$ cat src/rtl/rdc_pkg.sv
// Shared types, constants and the digit character lookup for the radix digit converter.
package rdc_pkg;

  localparam logic [5:0] RADIX_MIN = 6'd2;
  localparam logic [5:0] RADIX_MAX = 6'd36;
  localparam int DIV_STEP_BITS = 8;

  typedef struct packed {
    logic [31:0] value;
    logic [5:0]  radix;
  } rdc_in_t;

  typedef struct packed {
    logic [6:0] digit_char;
    logic [5:0] digit_count;
    logic       last_digit;
  } rdc_out_t;

  typedef enum logic [2:0] {
    ST_IDLE,
    ST_DIV,
    ST_WAIT,
    ST_PREP,
    ST_EMIT
  } rdc_state_t;

  function automatic logic [6:0] digit_ascii(input logic [5:0] d);
    logic [5:0] dd;
    logic [6:0] ch;
    dd = (d >= RADIX_MAX) ? d - RADIX_MAX : d;
    if (dd < 6'd10) begin
      ch = 7'h30 + {1'b0, dd};
    end else begin
      ch = 7'h41 + {1'b0, dd} - 7'd10;
    end
    return ch;
  endfunction

endpackage

$ cat src/rtl/rdc_divider.sv
// Iterative divider that divides a value by a small radix, eight quotient bits per cycle.
module rdc_divider import rdc_pkg::*; #(
  parameter int VALUE_WIDTH = 32
) (
  input  logic                   clk,
  input  logic                   rst_n,
  input  logic                   start,
  input  logic [VALUE_WIDTH-1:0] dividend,
  input  logic [5:0]             radix,
  output logic                   done,
  output logic [VALUE_WIDTH-1:0] quotient,
  output logic [5:0]             remainder
);

  localparam int NCH = (VALUE_WIDTH + DIV_STEP_BITS - 1) / DIV_STEP_BITS;
  localparam int PW  = NCH * DIV_STEP_BITS;
  localparam int CW  = $clog2(NCH + 1);

  logic          busy_r;
  logic          done_r;
  logic [CW-1:0] cnt_r;
  logic [PW-1:0] q_r;
  logic [5:0]    rem_r;
  logic [5:0]    rad_r;

  logic [PW-1:0]            q_nxt;
  logic [5:0]               rem_nxt;
  logic [PW+VALUE_WIDTH-1:0] dividend_ext;

  assign dividend_ext = {{PW{1'b0}}, dividend};

  always_comb begin
    logic [6:0]               t;
    logic [5:0]               r;
    logic [DIV_STEP_BITS-1:0] qbits;
    r = rem_r;
    qbits = '0;
    for (int i = 0; i < DIV_STEP_BITS; i++) begin
      t = {r, q_r[PW-1-i]};
      if (t >= {1'b0, rad_r}) begin
        r = 6'(t - {1'b0, rad_r});
        qbits[DIV_STEP_BITS-1-i] = 1'b1;
      end else begin
        r = t[5:0];
      end
    end
    rem_nxt = r;
    q_nxt   = PW'({q_r, qbits});
  end

  always_ff @(posedge clk) begin
    if (!rst_n) begin
      busy_r <= 1'b0;
      done_r <= 1'b0;
      cnt_r  <= '0;
    end else begin
      done_r <= 1'b0;
      if (start) begin
        busy_r <= 1'b1;
        cnt_r  <= CW'(NCH);
      end else if (busy_r) begin
        cnt_r <= cnt_r - CW'(1);
        if (cnt_r == CW'(1)) begin
          busy_r <= 1'b0;
          done_r <= 1'b1;
        end
      end
    end
  end

  always_ff @(posedge clk) begin
    if (start) begin
      q_r   <= dividend_ext[PW-1:0];
      rem_r <= '0;
      rad_r <= radix;
    end else if (busy_r) begin
      q_r   <= q_nxt;
      rem_r <= rem_nxt;
    end
  end

  assign done      = done_r;
  assign quotient  = q_r[VALUE_WIDTH-1:0];
  assign remainder = rem_r;

endmodule

$ cat src/rtl/rdc_digit_buf.sv
// Digit store with one write port and one registered read port.
module rdc_digit_buf import rdc_pkg::*; #(
  parameter int MAX_DIGITS = 32
) (
  input  logic                          clk,
  input  logic                          wr_en,
  input  logic [$clog2(MAX_DIGITS)-1:0] wr_addr,
  input  logic [5:0]                    wr_data,
  input  logic [$clog2(MAX_DIGITS)-1:0] rd_addr,
  output logic [5:0]                    rd_data
);

  logic [5:0] mem [MAX_DIGITS];
  logic [5:0] rd_data_r;

  always_ff @(posedge clk) begin
    if (wr_en) begin
      mem[wr_addr] <= wr_data;
    end
  end

  always_ff @(posedge clk) begin
    rd_data_r <= mem[rd_addr];
  end

  assign rd_data = rd_data_r;

endmodule

$ cat src/rtl/radix_digit_converter_core.sv
// Top level of the radix digit converter: sequencer, divider and digit store.
//
// A transaction is taken when start is high and busy is low. The block then
// divides the value by the clamped radix once per digit in the shared divider
// and stores the remainders. It then emits one digit per cycle, most
// significant first, after a PREP state that primes the store read. Each digit
// appears on out_data for exactly one cycle with out_valid high and the
// receiver must take it then.
module radix_digit_converter_core import rdc_pkg::*; #(
  parameter int VALUE_WIDTH = 32,
  parameter int MAX_DIGITS  = 32
) (
  input  logic     clk,
  input  logic     rst_n,
  input  logic     start,
  output logic     busy,
  input  rdc_in_t  in_data,
  output logic     out_valid,
  output rdc_out_t out_data
);

  localparam int IDX_W = $clog2(MAX_DIGITS);
  localparam int CNT_W = $clog2(MAX_DIGITS + 1);

  rdc_state_t             state_r, state_nxt;
  logic [VALUE_WIDTH-1:0] work_r, work_nxt;
  logic [5:0]             radix_r, radix_nxt;
  logic [CNT_W-1:0]       count_r, count_nxt;
  logic [CNT_W-1:0]       left_r, left_nxt;
  logic [IDX_W-1:0]       rd_idx_r, rd_idx_nxt;

  logic                   div_start;
  logic                   div_done;
  logic [VALUE_WIDTH-1:0] div_quot;
  logic [5:0]             div_rem;

  logic                   wr_en;
  logic [IDX_W-1:0]       wr_addr;
  logic [5:0]             wr_data;
  logic [IDX_W-1:0]       rd_addr;
  logic [5:0]             rd_data;

  logic [VALUE_WIDTH+31:0] value_ext;
  logic [VALUE_WIDTH-1:0]  value_in;
  logic [5:0]              radix_in;
  logic [CNT_W-1:0]        count_m1;
  logic [CNT_W+5:0]        count_ext;
  logic                    last_div;

  assign value_ext = {{VALUE_WIDTH{1'b0}}, in_data.value};
  assign value_in  = value_ext[VALUE_WIDTH-1:0];
  assign count_m1  = count_r - CNT_W'(1);
  assign count_ext = {6'b0, count_r};
  assign last_div  = (div_quot == '0) || (count_r == CNT_W'(MAX_DIGITS - 1));

  always_comb begin
    if (in_data.radix < RADIX_MIN) begin
      radix_in = RADIX_MIN;
    end else if (in_data.radix > RADIX_MAX) begin
      radix_in = RADIX_MAX;
    end else begin
      radix_in = in_data.radix;
    end
  end

  always_comb begin
    state_nxt = state_r;
    unique case (state_r)
      ST_IDLE: begin
        if (start) begin
          state_nxt = (value_in == '0) ? ST_PREP : ST_DIV;
        end
      end
      ST_DIV: begin
        state_nxt = ST_WAIT;
      end
      ST_WAIT: begin
        if (div_done) begin
          state_nxt = last_div ? ST_PREP : ST_DIV;
        end
      end
      ST_PREP: begin
        state_nxt = ST_EMIT;
      end
      ST_EMIT: begin
        if (left_r == CNT_W'(1)) begin
          state_nxt = ST_IDLE;
        end
      end
      default: begin
        state_nxt = ST_IDLE;
      end
    endcase
  end

  always_comb begin
    work_nxt   = work_r;
    radix_nxt  = radix_r;
    count_nxt  = count_r;
    left_nxt   = left_r;
    rd_idx_nxt = rd_idx_r;
    div_start  = 1'b0;
    wr_en      = 1'b0;
    wr_addr    = count_r[IDX_W-1:0];
    wr_data    = div_rem;
    rd_addr    = rd_idx_r;
    out_valid  = 1'b0;
    unique case (state_r)
      ST_IDLE: begin
        if (start) begin
          work_nxt  = value_in;
          radix_nxt = radix_in;
          if (value_in == '0) begin
            wr_en     = 1'b1;
            wr_addr   = '0;
            wr_data   = '0;
            count_nxt = CNT_W'(1);
          end else begin
            count_nxt = '0;
          end
        end
      end
      ST_DIV: begin
        div_start = 1'b1;
      end
      ST_WAIT: begin
        if (div_done) begin
          wr_en     = 1'b1;
          work_nxt  = div_quot;
          count_nxt = count_r + CNT_W'(1);
        end
      end
      ST_PREP: begin
        rd_addr    = count_m1[IDX_W-1:0];
        rd_idx_nxt = count_m1[IDX_W-1:0] - IDX_W'(1);
        left_nxt   = count_r;
      end
      ST_EMIT: begin
        out_valid  = 1'b1;
        rd_idx_nxt = rd_idx_r - IDX_W'(1);
        left_nxt   = left_r - CNT_W'(1);
      end
      default: begin
        out_valid = 1'b0;
      end
    endcase
  end

  always_ff @(posedge clk) begin
    if (!rst_n) begin
      state_r  <= ST_IDLE;
      work_r   <= '0;
      radix_r  <= RADIX_MIN;
      count_r  <= '0;
      left_r   <= '0;
      rd_idx_r <= '0;
    end else begin
      state_r  <= state_nxt;
      work_r   <= work_nxt;
      radix_r  <= radix_nxt;
      count_r  <= count_nxt;
      left_r   <= left_nxt;
      rd_idx_r <= rd_idx_nxt;
    end
  end

  rdc_divider #(
    .VALUE_WIDTH(VALUE_WIDTH)
  ) u_divider (
    .clk       (clk),
    .rst_n     (rst_n),
    .start     (div_start),
    .dividend  (work_r),
    .radix     (radix_r),
    .done      (div_done),
    .quotient  (div_quot),
    .remainder (div_rem)
  );

  rdc_digit_buf #(
    .MAX_DIGITS(MAX_DIGITS)
  ) u_digit_buf (
    .clk     (clk),
    .wr_en   (wr_en),
    .wr_addr (wr_addr),
    .wr_data (wr_data),
    .rd_addr (rd_addr),
    .rd_data (rd_data)
  );

  assign busy                 = (state_r != ST_IDLE);
  assign out_data.digit_char  = digit_ascii(rd_data);
  assign out_data.digit_count = count_ext[5:0];
  assign out_data.last_digit  = (left_r == CNT_W'(1));

endmodule
$ cat config.mk
export PLATFORM = sky130hd
export DESIGN_NAME = radix_digit_converter_core
export DESIGN_NICKNAME = d
export VERILOG_FILES = /design/src/rtl/rdc_pkg.sv /design/src/rtl/rdc_divider.sv /design/src/rtl/rdc_digit_buf.sv /design/src/rtl/radix_digit_converter_core.sv
export SDC_FILE = /design/constraint.sdc
export NUM_CORES = 1
export LEC_CHECK = 0
export ABC_AREA = 1
export BUFFER_PORTS_ARGS = -buffer_cell sky130_fd_sc_hd__buf_2
export CORE_ASPECT_RATIO = 1.75
export CORE_MARGIN = 4
export CORE_UTILIZATION = 35
export CTS_BUF_LIST = sky130_fd_sc_hd__clkbuf_4 sky130_fd_sc_hd__clkbuf_8 sky130_fd_sc_hd__clkbuf_16
export DETAILED_ROUTE_END_ITERATION = 8
export GPL_ROUTABILITY_DRIVEN = 0
export HOLD_SLACK_MARGIN = 0.02
export MAX_ROUTING_LAYER = met4
export PLACE_DENSITY = 0.62
export SETUP_SLACK_MARGIN = 0.5
export SKIP_LAST_GASP = 1
export SLEW_MARGIN = 20
export SYNTH_ARGS = -nofsm -noshare
export SYNTH_HDL_FRONTEND = slang
export SYNTH_SLANG_ARGS = --single-unit
$ cat constraint.sdc
create_clock -name clk -period 24 [get_ports clk]
set_input_delay 4.8 -clock clk [delete_from_list [all_inputs] [get_ports clk]]
set_output_delay 4.8 -clock clk [all_outputs]
set_load 0.005 [all_outputs]
==> summary.txt <==
Clock tree
  – Clock insertion delay at the later pin of the skew report: 570 ps
  – # resized after CTS: 0
  – Number of levels the H-tree was split into: 1
  – Count of buffers added by post-CTS timing repair for setup: 0
  – CTS max path bufs: 3
  – Root buffer selected by CTS: clkbuf_16
  – Total clock buffers created by CTS: 29
  – Number of buffers inserted by hold repair at cts: 0
  – CTS clock-pin slew for the worst setup and hold paths: 70 ps
  – CTS tree: built
  – Number of sinks driven by the clock tree: 305

Timing
  – Number of pins exceeding their max-slew limit in the final report: 0
  – Summed negative setup slack over all endpoints: 0 ps
  – Final setup violation count: 0
  – Final period utilization: 0.623
  – Unrepaired setup endpoints after global routing: false
  – Number of hold violations in the final report: 0
  – Fmax achieved: 66.9 MHz
  – Max Clock Skew: 23.8 ps
  – Worst-margin pin slew: 1080 ps
  – Shortest clock period the worst path allows after layout: 14960 ps
  – Slew HR: 0.277

Global routing
  – Global route overflow: 0
  – Number of antenna violations at the first check in global routing: 1
  – Pin count of the biggest net entering global routing: 80
  – Global routing usage summed across all routing layers: 0.178
  – Via count of the first global-routing pass: 12300
  – Wire length of the first global-routing pass: 66800 um

Placed design
  – Number of cells in the design after placement: 2251
  – Estimated wirelength of the detail-placed design: 30300 um
  – Number of I/O port buffers: 56

Detailed routing
  – Vias after detailed routing: 12300
  – Initial DRT Pass Iterations: 6
  – Drt via density: 5.33
  – Detailed-route wire length per cell: 18.6 um
  – 1st-iter DRT viols: 795
  – Number of nets with antenna violations after detailed routing: 0
  – Total Wirelength: 43000 um
  – Number of design rule violations left after detail routing: 0

Worst setup path
  – Cell with the most instances on the worst path: nand2_1
  – Count of cells along the worst register-to-register path: 81
  – Maximum single-stage delay on the critical path: 650 ps
  – Crit path max fanout: 12
  – WS Path Type: flip-flop to flip-flop
  – CP Launch Type: flip-flop
  – Data arrival time of the worst path: 15230 ps
  – Required time worst endpoint: 24280 ps
  – Critical R2R Capture: u_divider.quotient[0]
  – Critical path capture point type: flip-flop
  – Critical Path Slowest Stage Cell: edfxtp_1
  – Critical R2R Launch: u_divider.rad_r[1]
  – Slack of the worst reg-to-reg path: 9040 ps

Synthesis
  – Summed instance area of the synthesized netlist: 15700 um^2
  – Synthesized net count: 1786
  – Count of warnings emitted by yosys: 0
  – Count of mapped cells out of synthesis: 1676
  – Average instance area after synthesis: 9.36 um^2
  – Flip-flop and latch count after synthesis: 305
  – Flip-flop cell with the highest count after synthesis: edfxtp_1
  – Register area share after synthesis: 0.536
  – Number of enable flip-flop cells after synthesis: 230
  – Synth async-reset ratio: 0
  – Unique masters post-synth: 53

Hold path
  – Hold-critical path depth: 0
  – Class of the worst hold path: flip-flop to flip-flop
  – End point of the worst hold path: u_divider.rad_r[2]
  – Hold Startpoint: radix_r[2]

Floorplan
  – Floorplan core area: 44300 um^2
  – Floorplan die area: 48400 um^2
  – Count of boundary I/O pins: 57
  – Die Height: 288 um
  – Row count: 102
  – Overall die width: 168 um
  – Initial cell density of the core: 0.354

Cells and area
  – Fill cell count: 4333
  – Syn-to-layout area delta: 11.7%
  – Final non-filler cell total: 2306
  – Layout cell share with drive strength beyond 1: 0.0975
  – # nets final: 1820

Job
  – Reported max-cap violation count: 0

Run status
  – Result of the run: complete, no violations
==> worst max-delay path by stage <==
stage / from / endpoint / slack, ps
after detailed placement: u_divider.rad_r[1] / u_divider.quotient[0] / 9270
after CTS: u_divider.rad_r[1] / u_divider.quotient[0] / 9230
after global routing: u_divider.rad_r[1] / u_divider.remainder[4] / 7430
final: u_divider.rad_r[1] / u_divider.quotient[0] / 9040
after floorplan: u_divider.rad_r[1] / u_divider.quotient[0] / 11120
after global placement: u_divider.rad_r[1] / u_divider.quotient[0] / 9830
==> routing by layer <==
metal  vias up  part of all wire  global-route usage
met1      5856              0.35               0.176
met2       383              0.54               0.337
li1       5930                 -                   -
met3       116             0.049              0.0220
met4         0             0.055              0.0926
met5         -                 0                   -
==> layout make-up <==
cell class / count / area [um^2] / area share
diodes: 1 / 2.50 / 0.000143
clock buffers: 38 / 818 / 0.0467
clock inverters: 16 / 146 / 0.00835
inverters: 165 / 619 / 0.0353
multi-input cells: 1139 / 6430 / 0.367
flip-flops and latches: 305 / 8410 / 0.480
well taps: 572 / 716 / 0.0408
repair buffers: 70 / 385 / 0.0220
==> placed cells by master (no fill, tap or decap), drive strengths merged, types with 13 or more instances in the layout <==
cell and instances:
a21oi 43, a31oi 53, buf 70, clkbuf 38, clkinv 13, dfxtp 75, edfxtp 230, ha 61
inv 164, nand2 348, nand3 60, nand4 15, nor2 188, nor3 13, nor4 18, o211ai 13
o21ai 177, o221ai 33, o22ai 17, xnor2 14, xor2 25
==> synth_stat cells, drive strengths merged (4+ instances only) <==
| library cell | number | area, um^2 |
|---|---|---|
| nor3 | 13 | 70.1 |
| nor2 | 188 | 743 |
| nand2 | 348 | 1360 |
| xor2 | 25 | 219 |
| o221ai | 33 | 289 |
| a221oi | 5 | 43.8 |
| fa | 8 | 160 |
| a31oi | 53 | 332 |
| clkbuf | 64 | 240 |
| a311oi | 5 | 43.8 |
| edfxtp | 230 | 6910 |
| xnor2 | 14 | 123 |
| clkinv | 4 | 15.0 |
| inv | 161 | 604 |
| nand3 | 60 | 408 |
| ha | 61 | 763 |
| a211oi | 4 | 30.0 |
| a21oi | 43 | 219 |
| or2 | 9 | 56.3 |
| dfxtp | 75 | 1500 |
| o21a | 5 | 37.5 |
| o21ai | 177 | 886 |
| nor4 | 18 | 113 |
| o211ai | 13 | 97.6 |
| o22ai | 17 | 106 |
| nand4 | 15 | 93.8 |
==> sequential cells by signal, summed over array words and instances (netlist names) <==
| name | count |
|---|---|
| left_r | 6 |
| u_divider.busy_r | 1 |
| u_divider.cnt_r | 3 |
| u_divider.done | 1 |
| count_r | 6 |
| radix_r | 6 |
| u_divider.remainder | 6 |
| u_divider.rad_r | 6 |
| u_digit_buf.rd_data | 6 |
| u_digit_buf.mem | 192 |
| work_r | 32 |
| u_divider.quotient | 32 |
| rd_idx_r | 5 |
| state_r | 3 |
==> through the flow <==
step / utilization / setup WS, ps / hold WS, ps / cell area (um^2)
6_report: 0.396 / 9040 / 432 / 17500
2_1_floorplan: - / 11120 / 409 / 15700
3_3_place_gp: 0.374 / 9830 / 416 / 16600
3_5_place_dp: 0.374 / 9270 / 416 / 16600
5_1_grt: 0.396 / 7430 / 442 / 17500
4_1_cts: 0.396 / 9230 / 433 / 17500
==> critical path, delay by kind of cell (launching register included) <==
family	cells	cell delay, ps
compound gates	31	6210
buf+inv	11	1170
fa+ha+maj	8	2690
simple gates	31	3960
flops	1	650
==> logic make-up after synthesis <==
group,synth area share
AOI/OAI and AO/OA,0.143
adders and majority gates,0.0589
DFF,0.536
xor gates and xnor gates,0.0218
and+or+nand+nor,0.184
buffers and inverters,0.0560
Power is not shown: default switching activity piles up to over one toggle a cycle in this logic, so the estimate is an artifact.
